<file path="src/design/tbsr_pkg.sv">
// Shared types and constants of the byte stream reassembler.
package tbsr_pkg;

   localparam int INDEX_W = 32;
   localparam int END_W = 33;
   localparam int LEN_W = 16;
   localparam int BYTE_W = 8;
   localparam int SPACE_W = 6;
   localparam int PEND_W = 6;
   localparam int REQ_DATA_W = 80;
   localparam int RSP_DATA_W = 16;

   localparam logic [END_W-1:0] END_UNKNOWN = {END_W{1'b1}};

   typedef enum logic [1:0] {
      K_BYTE   = 2'd0,
      K_EOS    = 2'd1,
      K_ERROR  = 2'd2,
      K_STATUS = 2'd3
   } kind_type;

   typedef struct packed {
      kind_type              kind;
      logic [BYTE_W-1:0]     out_byte;
      logic [PEND_W-1:0]     pending;
   } result_type;

endpackage

</file>
<file path="src/design/tcp_byte_stream_reassembler_unit.sv">
// Top level of the byte stream reassembler: sequencer, valid bits and counters.
//
//  channel | ports            | moves
//  --------+------------------+------------------------------------------------
//  req     | req_t*           | one segment byte with its index, length, eof
//  rsp     | rsp_t*           | byte, end of stream, error or status results
//
// Each item steps through accept, place, final scan and status; each delivered byte
// adds a valid check with byte store read, then the transfer. A duplicate check and an
// end of stream step are added when they occur. A segment beyond the window goes
// from accept straight to status. The byte store read is registered, so each delivered
// byte needs its own transfer step. Reset is synchronous and clears the valid bits at
// once. A stalled result port holds the sequencer in its emitting state.
module tcp_byte_stream_reassembler_unit #(
   parameter int BUFFER_BYTES = 32
) (
   input  logic                            clock,
   input  logic                            reset,
   input  logic                            req_tvalid,
   output logic                            req_tready,
   // seg_index [31:0], seg_len [47:32], byte_offset [63:48],
   // byte_value [71:64], out_space [77:72], zero [79:78]
   input  logic [tbsr_pkg::REQ_DATA_W-1:0] req_tdata,
   // has_byte [0]
   input  logic                            req_tuser,
   // seg_eof
   input  logic                            req_tlast,
   output logic                            rsp_tvalid,
   input  logic                            rsp_tready,
   // out_byte [7:0], pending [13:8], zero [15:14]
   output logic [tbsr_pkg::RSP_DATA_W-1:0] rsp_tdata,
   // kind [1:0]
   output logic [1:0]                      rsp_tuser,
   output logic                            rsp_tlast
);

   localparam int SLOT_W = (BUFFER_BYTES > 1) ? $clog2(BUFFER_BYTES) : 1;
   localparam int CNT_W = $clog2(BUFFER_BYTES + 1);
   localparam int SUM_W = $clog2(2 * BUFFER_BYTES);
   localparam logic [SLOT_W-1:0] LAST_SLOT = SLOT_W'(BUFFER_BYTES - 1);
   localparam logic [SUM_W-1:0] DEPTH_SUM = SUM_W'(BUFFER_BYTES);
   localparam logic [tbsr_pkg::SPACE_W-1:0] DEPTH_SPACE =
      tbsr_pkg::SPACE_W'(BUFFER_BYTES);

   typedef enum logic [6:0] {
      S_IDLE   = 7'b0000001,
      S_PLACE  = 7'b0000010,
      S_DUP    = 7'b0000100,
      S_SCAN   = 7'b0001000,
      S_BYTE   = 7'b0010000,
      S_EOS    = 7'b0100000,
      S_STATUS = 7'b1000000
   } state_type;

   state_type state_ff, state_in;

   logic [tbsr_pkg::INDEX_W-1:0] next_index_ff, next_index_in;
   logic [tbsr_pkg::END_W-1:0]   end_index_ff, end_index_in;
   logic [BUFFER_BYTES-1:0]      valid_ff, valid_in;
   logic [CNT_W-1:0]             pending_ff, pending_in;
   logic [SLOT_W-1:0]            head_ff, head_in;
   logic                         store_ok_ff, store_ok_in;
   logic [CNT_W-1:0]             dist_ff, dist_in;
   logic [tbsr_pkg::BYTE_W-1:0]  byte_ff, byte_in;

   // request fields
   logic [tbsr_pkg::INDEX_W-1:0] seg_index;
   logic [tbsr_pkg::LEN_W-1:0]   seg_len;
   logic [tbsr_pkg::LEN_W-1:0]   byte_offset;
   logic [tbsr_pkg::BYTE_W-1:0]  byte_value;
   logic [tbsr_pkg::SPACE_W-1:0] out_space;

   logic                         accept;
   logic [CNT_W-1:0]             space;
   logic [tbsr_pkg::END_W-1:0]   next_ext;
   logic [tbsr_pkg::END_W-1:0]   limit;
   logic [tbsr_pkg::END_W-1:0]   pos;
   logic                         drop;
   logic [SUM_W-1:0]             slot_sum;
   logic [SLOT_W-1:0]            place_slot;
   logic                         scan_take;

   logic                         wr_en;
   logic                         rd_en;
   logic [SLOT_W-1:0]            rd_addr;
   logic [tbsr_pkg::BYTE_W-1:0]  rd_data;

   logic                         push;
   tbsr_pkg::result_type         push_data;
   logic                         can_push;

   assign seg_index   = req_tdata[31:0];
   assign seg_len     = req_tdata[47:32];
   assign byte_offset = req_tdata[63:48];
   assign byte_value  = req_tdata[71:64];
   assign out_space   = req_tdata[77:72];

   assign req_tready = (state_ff == S_IDLE);
   assign accept = req_tvalid && req_tready;

   // window arithmetic on the incoming item
   assign space = (out_space > DEPTH_SPACE) ? CNT_W'(BUFFER_BYTES) : CNT_W'(out_space);
   assign next_ext = {1'b0, next_index_ff};
   assign limit = next_ext + tbsr_pkg::END_W'(space);
   assign pos = tbsr_pkg::END_W'(seg_index) + tbsr_pkg::END_W'(byte_offset);
   assign drop = (tbsr_pkg::END_W'(seg_index) >= limit);

   // ring slot of the stored byte: head plus distance, folded once
   assign slot_sum = SUM_W'(head_ff) + SUM_W'(dist_ff);
   assign place_slot = (slot_sum >= DEPTH_SUM) ? SLOT_W'(slot_sum - DEPTH_SUM)
                                               : SLOT_W'(slot_sum);

   assign scan_take = (next_ext < end_index_ff) && valid_ff[head_ff];

   always_comb begin
      state_in      = state_ff;
      next_index_in = next_index_ff;
      end_index_in  = end_index_ff;
      valid_in      = valid_ff;
      pending_in    = pending_ff;
      head_in       = head_ff;
      store_ok_in   = store_ok_ff;
      dist_in       = dist_ff;
      byte_in       = byte_ff;
      wr_en         = 1'b0;
      rd_en         = 1'b0;
      rd_addr       = place_slot;
      push          = 1'b0;
      push_data.kind     = tbsr_pkg::K_STATUS;
      push_data.out_byte = '0;
      push_data.pending  = tbsr_pkg::PEND_W'(pending_ff);

      case (state_ff)
         S_IDLE: begin
            if (accept) begin
               store_ok_in = req_tuser && (byte_offset < seg_len) &&
                             (pos >= next_ext) && (pos < limit);
               dist_in = CNT_W'(pos - next_ext);
               byte_in = byte_value;
               if (drop) begin
                  state_in = S_STATUS;
               end else begin
                  if (req_tlast) begin
                     end_index_in = tbsr_pkg::END_W'(seg_index) +
                                    tbsr_pkg::END_W'(seg_len);
                  end
                  state_in = S_PLACE;
               end
            end
         end
         S_PLACE: begin
            if (store_ok_ff && valid_ff[place_slot]) begin
               // occupied: fetch the stored byte for comparison
               rd_en = 1'b1;
               state_in = S_DUP;
            end else begin
               if (store_ok_ff) begin
                  wr_en = 1'b1;
                  valid_in[place_slot] = 1'b1;
                  pending_in = pending_ff + 1'b1;
               end
               state_in = S_SCAN;
            end
         end
         S_DUP: begin
            if (rd_data != byte_ff) begin
               push_data.kind = tbsr_pkg::K_ERROR;
               if (can_push) begin
                  push = 1'b1;
                  state_in = S_SCAN;
               end
            end else begin
               state_in = S_SCAN;
            end
         end
         S_SCAN: begin
            rd_addr = head_ff;
            if (scan_take) begin
               rd_en = 1'b1;
               valid_in[head_ff] = 1'b0;
               pending_in = pending_ff - 1'b1;
               next_index_in = next_index_ff + 1'b1;
               // the ring position restarts after the last slot and when the stream index wraps
               if (next_index_ff == {tbsr_pkg::INDEX_W{1'b1}} || head_ff == LAST_SLOT) begin
                  head_in = '0;
               end else begin
                  head_in = head_ff + 1'b1;
               end
               state_in = S_BYTE;
            end else if (next_ext == end_index_ff) begin
               state_in = S_EOS;
            end else begin
               state_in = S_STATUS;
            end
         end
         S_BYTE: begin
            push_data.kind = tbsr_pkg::K_BYTE;
            push_data.out_byte = rd_data;
            if (can_push) begin
               push = 1'b1;
               state_in = S_SCAN;
            end
         end
         S_EOS: begin
            push_data.kind = tbsr_pkg::K_EOS;
            if (can_push) begin
               push = 1'b1;
               state_in = S_STATUS;
            end
         end
         S_STATUS: begin
            push_data.kind = tbsr_pkg::K_STATUS;
            if (can_push) begin
               push = 1'b1;
               state_in = S_IDLE;
            end
         end
         default: begin
            state_in = S_IDLE;
         end
      endcase
   end

   always_ff @(posedge clock) begin
      if (reset) begin
         state_ff      <= S_IDLE;
         next_index_ff <= '0;
         end_index_ff  <= tbsr_pkg::END_UNKNOWN;
         valid_ff      <= '0;
         pending_ff    <= '0;
         head_ff       <= '0;
      end else begin
         state_ff      <= state_in;
         next_index_ff <= next_index_in;
         end_index_ff  <= end_index_in;
         valid_ff      <= valid_in;
         pending_ff    <= pending_in;
         head_ff       <= head_in;
      end
      store_ok_ff <= store_ok_in;
      dist_ff     <= dist_in;
      byte_ff     <= byte_in;
   end

   tbsr_mem #(
      .DEPTH  (BUFFER_BYTES),
      .ADDR_W (SLOT_W)
   ) u_mem (
      .clock   (clock),
      .wr_en   (wr_en),
      .wr_addr (place_slot),
      .wr_data (byte_ff),
      .rd_en   (rd_en),
      .rd_addr (rd_addr),
      .rd_data (rd_data)
   );

   tbsr_out u_out (
      .clock      (clock),
      .reset      (reset),
      .push       (push),
      .push_data  (push_data),
      .can_push   (can_push),
      .rsp_tvalid (rsp_tvalid),
      .rsp_tready (rsp_tready),
      .rsp_tdata  (rsp_tdata),
      .rsp_tuser  (rsp_tuser),
      .rsp_tlast  (rsp_tlast)
   );

`ifndef SYNTHESIS
   a_pending_matches_valid: assert property (@(posedge clock) disable iff (reset)
      pending_ff == CNT_W'($countones(valid_ff)))
      else $error("pending count differs from number of valid entries");

   a_push_into_free: assert property (@(posedge clock) disable iff (reset)
      push |-> can_push)
      else $error("result pushed into an occupied result register");

   a_drain_step: assert property (@(posedge clock) disable iff (reset)
      (state_ff == S_SCAN && scan_take) |=>
         (next_index_ff == $past(next_index_ff) + 1'b1 && state_ff == S_BYTE))
      else $error("drain step did not advance the stream index by one");

   a_eos_reached: assert property (@(posedge clock) disable iff (reset)
      (state_ff == S_EOS) |-> (next_ext == end_index_ff))
      else $error("end of stream reported before the end index");
`endif

endmodule

</file>
<file path="src/design/tbsr_mem.sv">
// Byte store: one write port, one read port with registered read data.
module tbsr_mem #(
   parameter int DEPTH = 32,
   parameter int ADDR_W = 5
) (
   input  logic                        clock,
   input  logic                        wr_en,
   input  logic [ADDR_W-1:0]           wr_addr,
   input  logic [tbsr_pkg::BYTE_W-1:0] wr_data,
   input  logic                        rd_en,
   input  logic [ADDR_W-1:0]           rd_addr,
   output logic [tbsr_pkg::BYTE_W-1:0] rd_data
);

   logic [tbsr_pkg::BYTE_W-1:0] byte_store [DEPTH];
   logic [tbsr_pkg::BYTE_W-1:0] rd_data_ff;

   always_ff @(posedge clock) begin
      if (wr_en) begin
         byte_store[wr_addr] <= wr_data;
      end
      if (rd_en) begin
         rd_data_ff <= byte_store[rd_addr];
      end
   end

   assign rd_data = rd_data_ff;

endmodule

</file>
<file path="src/design/tbsr_out.sv">
// Result register: holds one result until the downstream side takes it.
module tbsr_out (
   input  logic                            clock,
   input  logic                            reset,
   input  logic                            push,
   input  tbsr_pkg::result_type            push_data,
   output logic                            can_push,
   output logic                            rsp_tvalid,
   input  logic                            rsp_tready,
   // out_byte [7:0], pending [13:8], zero [15:14]
   output logic [tbsr_pkg::RSP_DATA_W-1:0] rsp_tdata,
   // kind [1:0]
   output logic [1:0]                      rsp_tuser,
   output logic                            rsp_tlast
);

   logic                 valid_ff;
   logic                 valid_in;
   tbsr_pkg::result_type data_ff;

   assign can_push = !valid_ff || rsp_tready;

   always_comb begin
      valid_in = valid_ff;
      if (push) begin
         valid_in = 1'b1;
      end else if (rsp_tready) begin
         valid_in = 1'b0;
      end
   end

   always_ff @(posedge clock) begin
      if (reset) begin
         valid_ff <= 1'b0;
      end else begin
         valid_ff <= valid_in;
      end
      if (push) begin
         data_ff <= push_data;
      end
   end

   assign rsp_tvalid = valid_ff;
   assign rsp_tdata = {2'b00, data_ff.pending, data_ff.out_byte};
   assign rsp_tuser = data_ff.kind;
   assign rsp_tlast = (data_ff.kind == tbsr_pkg::K_STATUS);

endmodule

</file>
<file path="config.mk">
export PLATFORM = sky130hd
export DESIGN_NAME = tcp_byte_stream_reassembler_unit
export DESIGN_NICKNAME = d
export VERILOG_FILES = /design/src/design/tbsr_pkg.sv /design/src/design/tcp_byte_stream_reassembler_unit.sv /design/src/design/tbsr_mem.sv /design/src/design/tbsr_out.sv
export SDC_FILE = /design/constraint.sdc
export NUM_CORES = 1
export LEC_CHECK = 0
export BUFFER_PORTS_ARGS = -buffer_cell sky130_fd_sc_hd__buf_4
export CORE_ASPECT_RATIO = 1.4
export CORE_UTILIZATION = 35
export DETAILED_ROUTE_END_ITERATION = 7
export PLACE_DENSITY = 0.61
export REMOVE_ABC_BUFFERS = 1
export SYNTH_ARGS = -nofsm -noshare
export SYNTH_HDL_FRONTEND = slang
export SYNTH_SLANG_ARGS = --single-unit
</file>
<file path="constraint.sdc">
create_clock -name clock -period 6.7 [get_ports clock]
set_input_delay 1.34 -clock clock [delete_from_list [all_inputs] [get_ports clock]]
set_output_delay 1.34 -clock clock [all_outputs]
set_load 0.02 [all_outputs]
</file>
# Word level (Yosys, flattened, before mapping)
# Memory sizes are Yosys's and may differ from the RTL's. A register that Yosys moved wholly into a read port is not among the register bits.
# Index checks and enable logic that the tools add are counted.
[word_totals]
register_bits = 147
mem_bits_rw = 256
input_bits = 86
output_inout_bits = 21
word_cells = 121
n_memories = 1
[classes]
n_addsub = 10
order_cmp = 11
eq_ne = 18
muxes = 45
bitwise_logic = 4
reduce_logical = 19
[memory_table]
columns = ["name", "depth", "word_bits", "rd", "rd_clocked_by_memory_dff", "wr", "line_no", "text"]
rows = [
  ["u_mem.byte_store", 32, 8, 1, 1, 1, "tbsr_mem.sv:15", "logic [tbsr_pkg::BYTE_W-1:0] byte_store [DEPTH];"],
]
[op_table]
columns = ["op", "n"]
rows = [
  ["2-to-1 mux 32 bit", 3],
  ["adder 32 x 16 -> 33 bit", 2],
  ["one-hot mux 32 bit (2 select lines)", 1],
  ["2-to-1 mux 7 bit", 8],
  ["one-hot mux 7 bit (7 select lines)", 1],
  ["adder 32 x 6 -> 33 bit", 1],
  ["equality test 32 x 33 -> 1 bit", 1],
  ["greater-or-equal comparator 32 x 33 -> 1 bit", 1],
  ["greater-or-equal comparator 33 x 32 -> 1 bit", 1],
  ["less-than comparator 32 x 33 -> 1 bit", 1],
  ["less-than comparator 33 bit", 1],
  ["adder 32 x 1 -> 32 bit, second input constant", 1],
  ["bitwise AND 32 bit", 1],
  ["equality test 32 bit, second input constant", 1],
  ["NOT 32 bit", 1],
  ["OR 32 bit", 1],
  ["2-to-1 mux 6 bit", 4],
  ["less-than comparator 16 bit", 1],
  ["2-to-1 mux 1 bit", 16],
  ["2-to-1 mux 5 bit", 3],
  ["less-than comparator 5 x 6 -> 1 bit, second input constant", 2],
  ["one-hot mux 6 bit (2 select lines)", 1],
  ["binary-select mux 1 bit (select 5 bit)", 2],
  ["demux 1 bit (select 5 bit)", 2],
  ["other kinds (33)", 50],
]

# Logic depth before layout (Yosys ltp)
[depth]
depth_word = 11
mapped_depth = 23
ltp_nobuf = 19

# Modules after synthesis
# Synthesis repeated with hierarchy kept, for this count alone.
[unflattened]
hier_cells = 2002
area_unflattened_um2 = 23490.0
[modules_own_cells]
columns = ["mod", "n_inst", "cells_per_inst", "area_each_um2", "seq_area_each_um2"]
rows = [
  ["tcp_byte_stream_reassembler_unit", 1, 1561, 12804.8, 2722.6],
  ["tbsr_mem", 1, 417, 10133.5, 7927.6],
  ["tbsr_out", 1, 24, 551.8, 500.5],
]

# Worst setup path before layout
# Ideal clock, no wire load.
[synth_path]
kind = "input port to flip-flop"
from = "in req_tdata[72] (netlist bit)"
to = "reg end_index_ff[18] (netlist bit)"
setup_ps = 137
arrival_time_ps = 5674
t_required_ps = 6563
slack_ps = 889
stages = 22
path_buffers = 3
path_cell_list = "nor2b_1 -> ha_1 -> fa_1 -> a21o_1 -> a21oi_1 -> o21ai_0 -> nor2b_1 -> clkbuf_1 -> and2_1 -> clkbuf_1 -> nor2b_1 -> xnor2_1 -> ha_1 -> and4_1 -> a21o_1 -> a211oi_1 -> nand3_1 -> a2bb2oi_1 -> a21o_1 -> a211oi_1 -> clkbuf_1 -> a31oi_1"
[synth_via]
elab_chain_len = 6
[synth_lines]
columns = ["element", "line_no", "text"]
rows = [
  ["from (decl)", "tcp_byte_stream_reassembler_unit.sv:23", "input logic [tbsr_pkg::REQ_DATA_W-1:0] req_tdata,"],
  ["> comparator 6 bit", "tcp_byte_stream_reassembler_unit.sv:102", "assign space = (out_space > DEPTH_SPACE) ? CNT_W'(BUFFER_BYTES) : CNT_W'(out_space);"],
  ["2-to-1 mux 6 bit (*)", "tcp_byte_stream_reassembler_unit.sv:102", ""],
  ["adder 32 x 6 -> 33 bit (*)", "tcp_byte_stream_reassembler_unit.sv:104", "assign limit = next_ext + tbsr_pkg::END_W'(space);"],
  ["greater-or-equal comparator 32 x 33 -> 1 bit (*)", "tcp_byte_stream_reassembler_unit.sv:106", "assign drop = (tbsr_pkg::END_W'(seg_index) >= limit);"],
  ["NOT 1 bit (no source line) (*)", "--", ""],
  ["AND reduction 4 bit (no source line) (*)", "--", ""],
  ["to (signal assigned)", "tcp_byte_stream_reassembler_unit.sv:228", "end_index_ff <= tbsr_pkg::END_UNKNOWN;"],
  ["to (signal assigned)", "tcp_byte_stream_reassembler_unit.sv:235", "end_index_ff <= end_index_in;"],
  ["to (decl)", "tcp_byte_stream_reassembler_unit.sv:58", "logic [tbsr_pkg::END_W-1:0] end_index_ff, end_index_in;"],
]
# Mark *: on every way between the ends. The rest lies on a longest branch, timed or not.
# A chain may end at the register's enable or synchronous reset.

# Final worst setup path
[layout_path]
from = "in req_tdata[72] (netlist bit)"
to = "reg end_index_ff[13] (netlist bit)"
# Same word-level chain as after synthesis.

==> results.cfg <==
[pwr]
power_frac_comb = 0.189
power.internal_w = 0.00454
pwr-share-seq = 0.442
swShare = 0.290
vdd.ir_drop.worst_mv = 0.158
leakage_nw = 10.1
clockPowerShare = 0.369
p_per_area_nw_per_um2 = 241
switchingPower_w = 0.00186

[clocking]
cts_htree_levels = 2
ctsResizeCount = 0
cts_setup_buffers = 0
cts_num_sinks = 410
cts_root_buffer = clkbuf_16
cts_hold_buf = 0
cts.path.max_buffers = 3
cts_tree = built
clock_latency_ns = 0.56
numCtsBuffers = 42
clk_pin_slew_ns = 0.06

[yosys]
synthArstFlopShare = 0
synth_warnings = 0
synthFlopType = edfxtp_1
synth_edf_count = 294
yosysSeqAreaShare = 0.478
ys_seq_elements = 410
syn-cell-area_sq_um = 23300
syn_avg_cell_area_sq_um = 10.2
synthCells = 2279
synth_cell_types = 78

[global_routing]
antenna_found_initial = 1
first_global_vias = 18100
grt_max_degree = 87
gr-usage-all-layers = 0.195
gr-total-overflow = 0
grt_pass1_wl_um = 102000

[timing]
slew_headroom = 0.269
finClkSkew_ns = 0.0140
min_period_ns = 5.75
setup_viol = 0
final-max-slew-violation-count = 0
whs_ns = 0.430
fmax_ghz = 0.174
worst_slew_pin_slew_ns = 1.09
min_period_over_period = 0.858
finalHoldViolations = 0
rsz0062_at_grt = false

[cells_and_area]
final_cell_mix = nand2_1, edfxtp_1, ha_1, buf_4, nor2_1
area_growth_pct = 14.1
final_common_cell = nand2_1
finish.net_count = 2666
drive_gt1_frac = 0.114
layout.cells.non_filler = 3261

[hold_path]
min_from = pending_ff[5]$_SDFFE_PP0P_
min_to = u_out.rsp_tdata[13]$_DFFE_PP_
hp-class = reg2reg
holdPathStages = 0

[floorplanning]
io_pins = 107
die_area_sq_um = 67700
initial_core_util = 0.355
chipWidth_um = 220
core_area_sq_um = 65700
rows = 111
die_h_um = 307

[placed_design]
numPortBuffers = 102
gp_congestion = 0.936
placed_cells = 3182
dpl.hpwl_um = 48400

[setup_path]
ff2ff_setup_slack_ns = 1.49
worstSetupPathType = in2reg
rr_worst_depth = 18
crit_fanout = 33
worst_ep_arrival_time_ns = 6.19
end_kind = flop
worstReg2RegStart = next_index_ff[8]$_SDFFE_PP0P_
start_kind = input port
rr_endpoint = end_index_ff[13]$_SDFFE_PP1P_
required_ns = 7.15

[outcome]
violations = design-rule violations
status = finished with violations

[routing]
wl_per_cell_um = 20.3
antenna_left = 0
drt_iter0_drc = 1202
via_per_inst = 5.54
first_pass_iters = 7
vias = 18100
drc_errors = 4
wl_um = 66200

[job]
maxCapViolations = 0
## logic make-up (layout without fill, tap and decap cells)
| logic type | count (synthesis) | count (layout) | share of synthesized area |
|---|---|---|---|
| adders and majority gates | 201 | 201 | 0.110 |
| buffers and inverters | 229 | 362 | 0.0397 |
| and+or+nand+nor | 834 | 834 | 0.171 |
| xor gates and xnor gates | 115 | 115 | 0.0432 |
| AOI/OAI and AO/OA | 421 | 421 | 0.123 |
| muxes | 68 | 68 | 0.0353 |
| DFF | 410 | 410 | 0.478 |
| other | 1 | 3 | 0.000161 |
## state kept, by name, indices dropped and copies added, names as in the netlist, 5 cells and up
register          cells
u_mem.byte_store    256
end_index_ff         33
next_index_ff        32
valid_ff             32
u_out.rsp_tdata      14
byte_ff               8
u_mem.rd_data         8
state_ff              7
pending_ff            6
dist_ff               5
head_ff               5
## how the worst max path moves through the flow
stage                                         end                startpoint  slack (ns)
CTS                 end_index_ff[13]$_SDFFE_PP1P_             req_tdata[72]        1.04
finish              end_index_ff[13]$_SDFFE_PP1P_             req_tdata[72]        0.95
detailed placement  end_index_ff[13]$_SDFFE_PP1P_             req_tdata[72]        0.44
global placement     end_index_ff[0]$_SDFFE_PP1P_             req_tdata[72]        0.53
floorplan              u_mem.rd_data[0]$_DFFE_PP_  state_ff[6]$_SDFFE_PP0P_       -3.71
global route         end_index_ff[0]$_SDFFE_PP1P_             req_tdata[72]        0.77
## metrics by stage
step                worst slack, ns  power, W  TNS [ns]  utilization  cell area, sq um
finish                        0.952   0.00640         0        0.405             26600
global route                  0.771   0.00665         0        0.405             26600
CTS                            1.04   0.00645         0        0.405             26600
detailed placement            0.437   0.00410         0        0.384             25200
global placement              0.525   0.00407         0        0.384             25200
floorplan                     -3.71   0.00368    -68.09            -             22900
## worst max-delay path: stages
cell       delay (ns)
buf_4            0.12
nor2b_1          0.12
ha_1             0.20
fa_1             0.40
a21o_1           0.20
a21oi_1          0.25
o21ai_0          0.29
nor2b_1          0.24
and2_1           0.26
nor2b_1          0.18
xnor2_1          0.25
ha_1             0.30
and4_1           0.23
a21o_1           0.18
a211oi_1         0.34
nand3_1          0.12
a2bb2oi_1        0.20
a311oi_4         0.38
buf_12           0.23
nor2_1           0.06
a211o_1          0.27
## area by class of cell
class                   count  area [sq um]
well taps                 847          1060
clock inverters            31           267
clock buffers              47          1110
fillers                  6299         39100
multi-input cells        1641         11300
diodes                      1          2.50
repair buffers            155          1180
inverters                 129           484
flip-flops and latches    410         11200
## synth_stat cells, types with 20 or more instances
cell type    n  share of area
and2_1      23         0.0062
dfxtp_1    116           0.10
inv_1      128          0.021
nand2_1    322          0.052
edfxtp_1   294           0.38
nor2b_1     23         0.0062
xnor2_1     86          0.032
nor3_1      42         0.0090
and3_1      20         0.0054
a21o_1      41          0.013
nand4_1     43          0.012
mux2i_1     45          0.019
a31oi_1     40          0.011
xor2_1      29          0.011
clkbuf_1    67          0.011
a32oi_1     24         0.0090
o211ai_1    22         0.0071
ha_1       195           0.10
nor2_1     150          0.024
o21ai_0     66          0.014
a21oi_1     98          0.021
nand3_1    130          0.028
## power by group through the flow
| stage | combinational, W | sequential, W | clock, W |
|---|---|---|---|
| 5_1_grt | 0.00132 | 0.00283 | 0.00249 |
| 2_1_floorplan | 0.000753 | 0.00292 | 0 |
| 6_report | 0.00121 | 0.00283 | 0.00236 |
| 4_1_cts | 0.00122 | 0.00283 | 0.00240 |
| 3_5_place_dp | 0.00121 | 0.00289 | 0 |
| 3_3_place_gp | 0.00118 | 0.00288 | 0 |
## layer usage
metal  up-vias  GRT usage  wire length, um
li1       8549          -                -
met1      8759      0.218            25400
met2       580      0.366            35100
met3       163     0.0193             2660
met4         0     0.0884             3050
met5         -          0                0
(Power assumes the default switching activity.)
